===== config.mk =====
export PLATFORM = sky130hd
export DESIGN_NAME = base64_stream_encoder_core
export DESIGN_NICKNAME = d
export VERILOG_FILES = /design/src/hw/rtl/b64enc_pkg.sv /design/src/hw/rtl/b64enc_front.sv /design/src/hw/rtl/b64enc_queue.sv /design/src/hw/rtl/b64enc_back.sv /design/src/hw/rtl/base64_stream_encoder_core.sv
export SDC_FILE = /design/constraint.sdc
export NUM_CORES = 1
export LEC_CHECK = 0
export BUFFER_PORTS_ARGS = -buffer_cell sky130_fd_sc_hd__buf_4
export CORE_MARGIN = 3
export CORE_UTILIZATION = 55
export CTS_CLUSTER_SIZE = 25
export DETAILED_ROUTE_END_ITERATION = 8
export GPL_TIMING_DRIVEN = 0
export PLACE_DENSITY = 0.72
export SYNTH_ARGS = -nofsm -noshare
export SYNTH_HDL_FRONTEND = slang
export SYNTH_HIERARCHICAL = 1
export SYNTH_SLANG_ARGS = --single-unit

===== constraint.sdc =====
create_clock -name clock -period 3.47 [get_ports clock]
set_input_delay 0.347 -clock clock [delete_from_list [all_inputs] [get_ports clock]]
set_output_delay 0.347 -clock clock [all_outputs]
set_load 0.05 [all_outputs]

===== src/hw/rtl/b64enc_pkg.sv =====
// Shared types, constants and the character table for the base64 stream encoder.
// Used by every module of the encoder; depends on nothing else.
package b64enc_pkg;

   // Default depth of the queue between front and back.
   localparam int QueueDepth = 4;

   // Padding character '='.
   localparam logic [7:0] PadChar = 8'h3D;

   // Bits per output group.
   localparam int GroupBits = 6;

   // Position within the current 3-byte group.
   typedef enum logic [1:0] {
      PH_0 = 2'd0,
      PH_1 = 2'd1,
      PH_2 = 2'd2
   } phase_type;

   // One input request.
   typedef struct packed {
      logic [7:0] data_byte;
      logic       is_final;
   } req_type;

   // One result character.
   typedef struct packed {
      logic [7:0] out_char;
      logic       end_of_text;
   } rsp_type;

   // One output slot: either a 6-bit group or a pad character.
   typedef struct packed {
      logic                 pad;
      logic [GroupBits-1:0] value;
   } slot_type;

   // Work for the back part: up to four characters from one byte.
   typedef struct packed {
      slot_type [3:0] slots;
      logic [1:0]     last;
      logic           final_flag;
   } desc_type;

   // Map a 6-bit group onto the standard base64 alphabet.
   function automatic logic [7:0] sym_char(input logic [GroupBits-1:0] v);
      logic [7:0] ext;
      logic [7:0] ch;
      ext = {2'b00, v};
      if (v < 6'd26) begin
         ch = ext + 8'd65;
      end else if (v < 6'd52) begin
         ch = ext + 8'd71;
      end else if (v < 6'd62) begin
         ch = ext - 8'd4;
      end else if (v == 6'd62) begin
         ch = 8'h2B;
      end else begin
         ch = 8'h2F;
      end
      return ch;
   endfunction

endpackage


===== src/hw/rtl/b64enc_front.sv =====
// Front part of the encoder: accepts bytes, keeps the group phase and the
// leftover bits, and builds one work descriptor per byte. Uses b64enc_pkg.
module b64enc_front
   import b64enc_pkg::*;
(
   input  logic     clock,
   input  logic     reset,
   input  logic     req_push,
   input  req_type  req_data,
   output logic     req_full,
   input  logic     q_full,
   output logic     q_push,
   output desc_type q_desc
);

   phase_type  phase_ff, phase_in;
   logic [3:0] left_ff, left_in;
   phase_type  mid_phase;
   logic [3:0] mid_left;
   logic [7:0] b;

   assign b        = req_data.data_byte;
   assign req_full = q_full;
   assign q_push   = req_push && !q_full;

   // Characters due from this byte and the state it leaves behind.
   always_comb begin
      q_desc    = '0;
      mid_phase = PH_1;
      mid_left  = {2'b00, b[1:0]};
      case (phase_ff)
         PH_1: begin
            q_desc.slots[0].value = {left_ff[1:0], b[7:4]};
            q_desc.last           = 2'd0;
            mid_phase             = PH_2;
            mid_left              = b[3:0];
         end
         PH_2: begin
            q_desc.slots[0].value = {left_ff, b[7:6]};
            q_desc.slots[1].value = b[5:0];
            q_desc.last           = 2'd1;
            mid_phase             = PH_0;
            mid_left              = 4'd0;
         end
         default: begin
            q_desc.slots[0].value = b[7:2];
            q_desc.last           = 2'd0;
         end
      endcase

      // A final byte flushes the partial group and pads to four characters.
      q_desc.final_flag = req_data.is_final;
      if (req_data.is_final) begin
         case (mid_phase)
            PH_1: begin
               q_desc.slots[1].value = {mid_left[1:0], 4'd0};
               q_desc.slots[2].pad   = 1'b1;
               q_desc.slots[3].pad   = 1'b1;
               q_desc.last           = 2'd3;
            end
            PH_2: begin
               q_desc.slots[1].value = {mid_left, 2'd0};
               q_desc.slots[2].pad   = 1'b1;
               q_desc.last           = 2'd2;
            end
            default: begin
               q_desc.last = q_desc.last;
            end
         endcase
      end
   end

   // Next state of the group phase and leftover bits.
   always_comb begin
      phase_in = phase_ff;
      left_in  = left_ff;
      if (q_push) begin
         if (req_data.is_final) begin
            phase_in = PH_0;
            left_in  = 4'd0;
         end else begin
            phase_in = mid_phase;
            left_in  = mid_left;
         end
      end
   end

   always_ff @(posedge clock) begin
      if (reset) begin
         phase_ff <= PH_0;
         left_ff  <= 4'd0;
      end else begin
         phase_ff <= phase_in;
         left_ff  <= left_in;
      end
   end

   // A final byte always returns the front to the start of a group.
   a_final_resets: assert property (@(posedge clock) disable iff (reset)
      q_push && req_data.is_final |=> phase_ff == PH_0 && left_ff == 4'd0)
      else $error("front did not return to phase 0 after a final byte");

endmodule


===== src/hw/rtl/b64enc_queue.sv =====
// Short descriptor queue between the front and back parts, held in flops.
// Uses b64enc_pkg for the descriptor type.
module b64enc_queue
   import b64enc_pkg::*;
#(
   parameter int DEPTH = QueueDepth
) (
   input  logic     clock,
   input  logic     reset,
   input  logic     wr_en,
   input  desc_type wr_data,
   output logic     full,
   input  logic     rd_en,
   output logic     rd_valid,
   output desc_type rd_data
);

   localparam int IdxW = (DEPTH > 1) ? $clog2(DEPTH) : 1;
   localparam int CntW = $clog2(DEPTH + 1);

   desc_type            mem_ff [DEPTH];
   logic [IdxW-1:0]     wr_ptr_ff, wr_ptr_in;
   logic [IdxW-1:0]     rd_ptr_ff, rd_ptr_in;
   logic [CntW-1:0]     count_ff, count_in;
   logic                do_wr, do_rd;

   assign full     = count_ff == CntW'(DEPTH);
   assign rd_valid = count_ff != '0;
   assign rd_data  = mem_ff[rd_ptr_ff];
   assign do_wr    = wr_en && !full;
   assign do_rd    = rd_en && rd_valid;

   // Pointer and occupancy update.
   always_comb begin
      wr_ptr_in = wr_ptr_ff;
      rd_ptr_in = rd_ptr_ff;
      count_in  = count_ff;
      if (do_wr) begin
         wr_ptr_in = (wr_ptr_ff == IdxW'(DEPTH - 1)) ? '0 : wr_ptr_ff + 1'b1;
      end
      if (do_rd) begin
         rd_ptr_in = (rd_ptr_ff == IdxW'(DEPTH - 1)) ? '0 : rd_ptr_ff + 1'b1;
      end
      if (do_wr && !do_rd) begin
         count_in = count_ff + 1'b1;
      end else if (do_rd && !do_wr) begin
         count_in = count_ff - 1'b1;
      end
   end

   always_ff @(posedge clock) begin
      if (reset) begin
         wr_ptr_ff <= '0;
         rd_ptr_ff <= '0;
         count_ff  <= '0;
      end else begin
         wr_ptr_ff <= wr_ptr_in;
         rd_ptr_ff <= rd_ptr_in;
         count_ff  <= count_in;
      end
   end

   // Storage needs no reset; the count tells which entries are live.
   always_ff @(posedge clock) begin
      if (do_wr) begin
         mem_ff[wr_ptr_ff] <= wr_data;
      end
   end

   a_count_bound: assert property (@(posedge clock) disable iff (reset)
      count_ff <= CntW'(DEPTH))
      else $error("queue occupancy exceeds its depth");

   a_count_track: assert property (@(posedge clock) disable iff (reset)
      do_wr && !do_rd |=> count_ff == $past(count_ff) + 1'b1)
      else $error("queue occupancy did not follow a write");

endmodule


===== src/hw/rtl/b64enc_back.sv =====
// Back part of the encoder: walks the slots of the queue head, turns each
// into a character and holds it in the result register. Uses b64enc_pkg.
module b64enc_back
   import b64enc_pkg::*;
(
   input  logic     clock,
   input  logic     reset,
   input  logic     head_valid,
   input  desc_type head,
   output logic     head_pop,
   output logic     rsp_empty,
   input  logic     rsp_pop,
   output rsp_type  rsp_data
);

   logic [1:0] idx_ff, idx_in;
   logic       valid_ff, valid_in;
   rsp_type    rsp_ff, rsp_in;
   logic       load, at_last;
   slot_type   cur;

   assign cur       = head.slots[idx_ff];
   assign at_last   = idx_ff == head.last;
   assign load      = head_valid && (!valid_ff || rsp_pop);
   assign head_pop  = load && at_last;
   assign rsp_empty = !valid_ff;
   assign rsp_data  = rsp_ff;

   // Next character, slot index and result valid.
   always_comb begin
      idx_in   = idx_ff;
      valid_in = valid_ff;
      rsp_in   = rsp_ff;
      if (load) begin
         valid_in           = 1'b1;
         rsp_in.out_char    = cur.pad ? PadChar : sym_char(cur.value);
         rsp_in.end_of_text = head.final_flag && at_last;
         idx_in             = at_last ? 2'd0 : idx_ff + 1'b1;
      end else if (rsp_pop) begin
         valid_in = 1'b0;
      end
   end

   always_ff @(posedge clock) begin
      if (reset) begin
         idx_ff   <= 2'd0;
         valid_ff <= 1'b0;
      end else begin
         idx_ff   <= idx_in;
         valid_ff <= valid_in;
      end
   end

   always_ff @(posedge clock) begin
      rsp_ff <= rsp_in;
   end

   a_idx_in_range: assert property (@(posedge clock) disable iff (reset)
      head_valid |-> idx_ff <= head.last)
      else $error("slot index beyond the last slot of the head descriptor");

endmodule


===== src/hw/rtl/base64_stream_encoder_core.sv =====
// Base64 stream encoder: one byte per request in, one character per result out.
// The first character of a byte passes through the descriptor queue and the result
// register before it reaches the result ports, and it waits there until popped.
// The front takes one byte per cycle until the descriptor queue fills; the result
// register gives one character per cycle while the receiver pops, so the output
// side sets the stream rate. Synchronous active-high reset empties the queue and
// result register and returns the group phase to zero.
module base64_stream_encoder_core
   import b64enc_pkg::*;
#(
   parameter int QUEUE_DEPTH = QueueDepth
) (
   input  logic    clock,
   input  logic    reset,
   input  logic    req_push,
   output logic    req_full,
   input  req_type req_data,
   output logic    rsp_empty,
   input  logic    rsp_pop,
   output rsp_type rsp_data
);

   logic     q_full, q_push, q_pop, q_valid;
   desc_type q_desc, q_head;

   // Accept and classify bytes.
   b64enc_front u_front (
      .clock    (clock),
      .reset    (reset),
      .req_push (req_push),
      .req_data (req_data),
      .req_full (req_full),
      .q_full   (q_full),
      .q_push   (q_push),
      .q_desc   (q_desc)
   );

   // Decouple front and back.
   b64enc_queue #(
      .DEPTH (QUEUE_DEPTH)
   ) u_queue (
      .clock    (clock),
      .reset    (reset),
      .wr_en    (q_push),
      .wr_data  (q_desc),
      .full     (q_full),
      .rd_en    (q_pop),
      .rd_valid (q_valid),
      .rd_data  (q_head)
   );

   // Emit characters.
   b64enc_back u_back (
      .clock      (clock),
      .reset      (reset),
      .head_valid (q_valid),
      .head       (q_head),
      .head_pop   (q_pop),
      .rsp_empty  (rsp_empty),
      .rsp_pop    (rsp_pop),
      .rsp_data   (rsp_data)
   );

endmodule


* Word-level counts from Yosys, hierarchy flattened *
Memories as Yosys holds them, arrays and structs flattened. A register that Yosys moved wholly into a read port is not among the register bits.
Index checks and enable logic that the tools add are counted.
W data, S select, Z words.

word-level totals
  register bits after elaboration = 25
  latch bits = 0
  bits in writable memories = 68
  ROM bits = 0
  input port bits = 13
  output and inout bits = 11
  logic and storage cells = 79
  memories = 1

memories
  memory          depth  bits a word  rd ports  clocked after memory_dff  write ports  line                source
  u_queue.mem_ff  4      17           1         1                         1            b64enc_queue.sv:21  desc_type mem_ff [DEPTH];

cells by class
  add/sub/neg operators = 8
  multiply operators = 0
  div/mod/pow operators = 0
  magnitude comparators = 4
  eq/ne operators = 9
  shifts and indexed selects = 0
  mux-type cells = 31
  bitwise gates (word level) = 0
  reduce and logical (&&, ||, !) cells = 17

operator list
  kind                   count
  $mux W8                3
  $add A6 B7 Y8 const B  2
  $pmux W8 S2            1
  $bmux W7 S2            1
  $mux W2                7
  $lt A6 B6 Y1 const B   2
  $mux W6                2
  $pmux W6 S2            1
  $mux W3                3
  $eq A2 B2 Y1 const B   4
  $logic_and A1 B1 Y1    8
  $mux W1                8
  $pmux W2 S2            2
  $pmux W4 S2            1
  $mux W7                1
  $sub A6 B3 Y7 const B  1
  $add A2 B1 Y2 const B  3
  $eq A6 B6 Y1 const B   1
  $lt A6 B5 Y1 const B   1
  $eq A2 B1 Y1 const B   2
  $logic_not A1 Y1       4
  $mux W4                1
  $reduce_bool A2 Y1     2
  $add A3 B1 Y3 const B  1
  other kinds (7)        7

* Longest topological paths before layout *
  depth in word-level cells = 8
  mapped depth = 14
  gate-level depth less buffers = 12

* By module *
The synthesis kept the hierarchy.

by module, submodules not included
  module        times used  cells each  area each (µm²)  seq. area each (µm²)
  b64enc_queue  1           211         4959.8           3903.7
  b64enc_back   1           102         1036.0           330.3
  b64enc_front  1           95          684.4            120.1

* Worst setup path after synthesis *
OpenSTA, ideal clock, no wires.

  path kind = register to register
  start point = register (tool-made name)
  end point = register u_back.rsp_ff, in the netlist u_back/rsp_data[3] (data pin)
  library setup time = 0.259 ns
  arrival time = 2.879 ns
  data required time = 3.211 ns
  setup slack = 0.332 ns
  stages on the path, launching flop included = 12
  buffers on the path = 2
  clock period less this slack = 3.138 ns
  cells stage by stage = dfxtp_1 > buf_4 > mux4_2 > mux4_1 > inv_1 > ha_1 > inv_1 > and3_1 > buf_2 > o32ai_1 > a211oi_1 > a211o_1

RTL lines
  what                  line               source
  to (signal assigned)  b64enc_back.sv:55  rsp_ff <= rsp_in;
  to (decl)             b64enc_back.sv:18  rsp_type rsp_ff, rsp_in;

==> metrics.cfg <==
[setup_path]
startpoint_type=flop
criticalPathCategory=flop to flop
reg2reg_depth=12
worstPathMaxFanout=10
worstSetupEndpointType=flop
cp.arrival_ps=3450
cp.required_ps=3630
rr_endpoint=u_back/rsp_data[3]
r2r_setup_slack_ps=180

[die]
dieWidth_um=116.2
num_io_pins=24
die_area_mm2=0.01350
std_cell_rows=39
coreArea_mm2=0.01166
dieHeight_um=116.2
start_util=0.5728

[logic_synthesis]
synth-edff-count=133
synthTopCellsByArea=edfxtp_1 60%, mux4_2 12%, dfxtp_1 5.4%
synth_top_cell_area_share=0.5979
synth.most_common_cell=edfxtp_1
yosys-top-cells-count=133 x edfxtp_1, 35 x mux4_2, 20 x buf_4, 20 x nand2_1, 18 x dfxtp_1
synthCells=408
ys_seq_area_frac=0.6518
synth_cell_types=56
avgSynthCellArea_um2=16.37
synth_area_leader_cell=edfxtp_1
netlist_area_mm2=0.006680
ys.flop_type=edfxtp_1
ys_ff_latch=151
ys_warn_count=6
async_reset_ff_frac=0

[global_route]
grt.overflow.total=0
antenna_found_initial=0
grt_usage=0.1974
grt_max_degree=32
grt_pass1_wl_um=19420
grt_pass1_vias=3622

[power_and_ir_drop]
power_switching_mw=1.964
switching_share=0.3079
p_leak_nw=2.744
vdd_drop_max_mv=0.6134
power.internal_mw=4.417
pwr-share-clk=0.304
comb_power_share=0.311
powerDensity_mw_per_mm2=820.3
seqPwrFrac=0.385

[clocking]
cts_tree=yes
h-tree-depth=4
cts_hold_buf=0
clk_path_buf_depth=2
clock_latency_ps=420
clkSlewWorstSetupHoldPaths_ps=60
cts_root_buf=clkbuf_16
cts.sink_count=151
post_cts_buffers=0
cts_buffers=17

[flow_run]
drv_cap=0

[sta]
setup_viol=0
finalHoldViolCount=0
slew_headroom=0.4192
finalSetupTns_ps=0
fin_crit_sh=0.9494
period_needed_ps=3295
rsz0062_at_grt=false
max_freq_mhz=303.5
slew_violations=0
worst_slew_pin_slew_ps=871.1
skew_ps=7.627
whs_ps=200.0

[placement]
dp_hpwl_um=7871
portBuffers=23
globalplace.congestion=0.8933

[route]
drt_wl_total_um=12010
wl_per_cell_um=19.41
drcViolationCount=0
dr.pass1.iters=5
ant_nets=0
vias=3638
drt_iter0_drc=280
routed_via_density=5.877

[min_path]
hp-start=reset
hold_depth=2
whs_endpoint=u_back/valid_ff
holdCritPathClass=input pin to flop

[finish]
antennaDiodeCount=0
drive_above_1_share=0.3025
area_growth_pct=16.45
utilization=0.6670
nNetsFinal=492
fillCellCount=773

[outcome]
status=completed

worst max-delay path: stages (launching register included):
cell and delay, ps:
dfxtp_4 400, buf_12 170, mux4_2 530, mux4_2 510, buf_6 170, inv_1 80
ha_2 200, inv_1 80, and3_1 140, buf_2 160, o32ai_2 240, a211oi_2 70
a211o_1 280
kinds of logic (layout without fill, tap and decap cells):
group / after synthesis / count (layout) / share of synthesized area
other: 1 / 14 / 0.0005614
adders and majority gates: 16 / 16 / 0.03109
AOI/OAI and AO/OA: 61 / 61 / 0.05956
muxes: 42 / 42 / 0.1360
and+or+nand+nor: 74 / 74 / 0.06106
xor gates and xnor gates: 6 / 6 / 0.007867
buffers and inverters: 57 / 112 / 0.05207
DFF: 151 / 151 / 0.6518
cells in the final DEF (no fill, tap or decap), types with 11 or more instances in the layout:
cell	count
a21oi_1	13
buf_2	11
buf_4	40
clkbuf_16	17
conb_1	14
dfxtp_1	17
edfxtp_1	133
ha_1	14
inv_1	17
mux4_2	36
nand2_1	20
nand3_1	11
o21ai_0	17
power by group through the flow:
stage	clock network (mW)	logic, mW	registers (mW)
after floorplan	0	1.29	2.65
after global placement	0	1.89	2.48
after detailed placement	0	1.94	2.49
after CTS	1.97	1.96	2.46
after global routing	2.04	2.17	2.48
final	1.94	1.99	2.46
repair_timing:
action,CTS,global route
setup endpoints to repair,4,2
resized for setup,9,9
endpoints found under the hold margin,0,0
gates cloned,0,0
metrics by stage:
step                      instances  power, mW  instance area, um2  worst slack [ps]
after detailed placement        587      4.432                7086            -248.1
after global placement          587      4.367                7081            -143.8
after CTS                       619      6.398                7744             54.79
after global routing            619      6.697                7779             4.430
final                           619      6.381                7779             175.4
after floorplan                 421      3.938                6729             332.4
worst max path at each step:
stage          cells after the start            endpoint  slack, ps  start
5_1_grt                           12  u_back/rsp_data[3]          4   flop
6_report                          12  u_back/rsp_data[3]        180   flop
4_1_cts                           12  u_back/rsp_data[3]         50   flop
2_1_floorplan                     11  u_back/rsp_data[3]        330   flop
3_3_place_gp                      11  u_back/rsp_data[3]       -140   flop
3_5_place_dp                      11  u_back/rsp_data[3]       -250   flop
final cells by class:
type / count / area (um2) / area share
Buffer: 37 / 290.3 / 0.03732
Clock buffer: 21 / 470.5 / 0.06048
Clock inverter: 11 / 171.4 / 0.02204
Inverter: 20 / 93.84 / 0.01206
Multi-Input combinational cell: 213 / 2043 / 0.2627
Sequential cell: 151 / 4358 / 0.5602
Tap cell: 143 / 178.9 / 0.02300
Timing Repair Buffer: 23 / 172.7 / 0.02220
flip-flops by register name, indices dropped and copies added, names as in the netlist, named ones only:
| name | count |
|---|---|
| u_queue/mem_ff | 124 |
| u_queue/count_ff | 3 |
| u_queue/wr_ptr_ff | 2 |
| u_front/left_ff | 4 |
| u_queue/rd_ptr_ff | 2 |
| u_front/phase_ff | 2 |
| u_back/idx_ff | 2 |
| u_back/valid_ff | 1 |
| u_back/rsp_data | 9 |
metal layers:
layer | GRT usage | share of wire | wire length (um)
met5 | 0 | 0 | 0
met3 | 0.05285 | 0.050 | 598
met1 | 0.2607 | 0.43 | 5176
met4 | 0.05568 | 0.0096 | 115
met2 | 0.3280 | 0.51 | 6124
No activity file was read; power rests on OpenSTA's default activity.
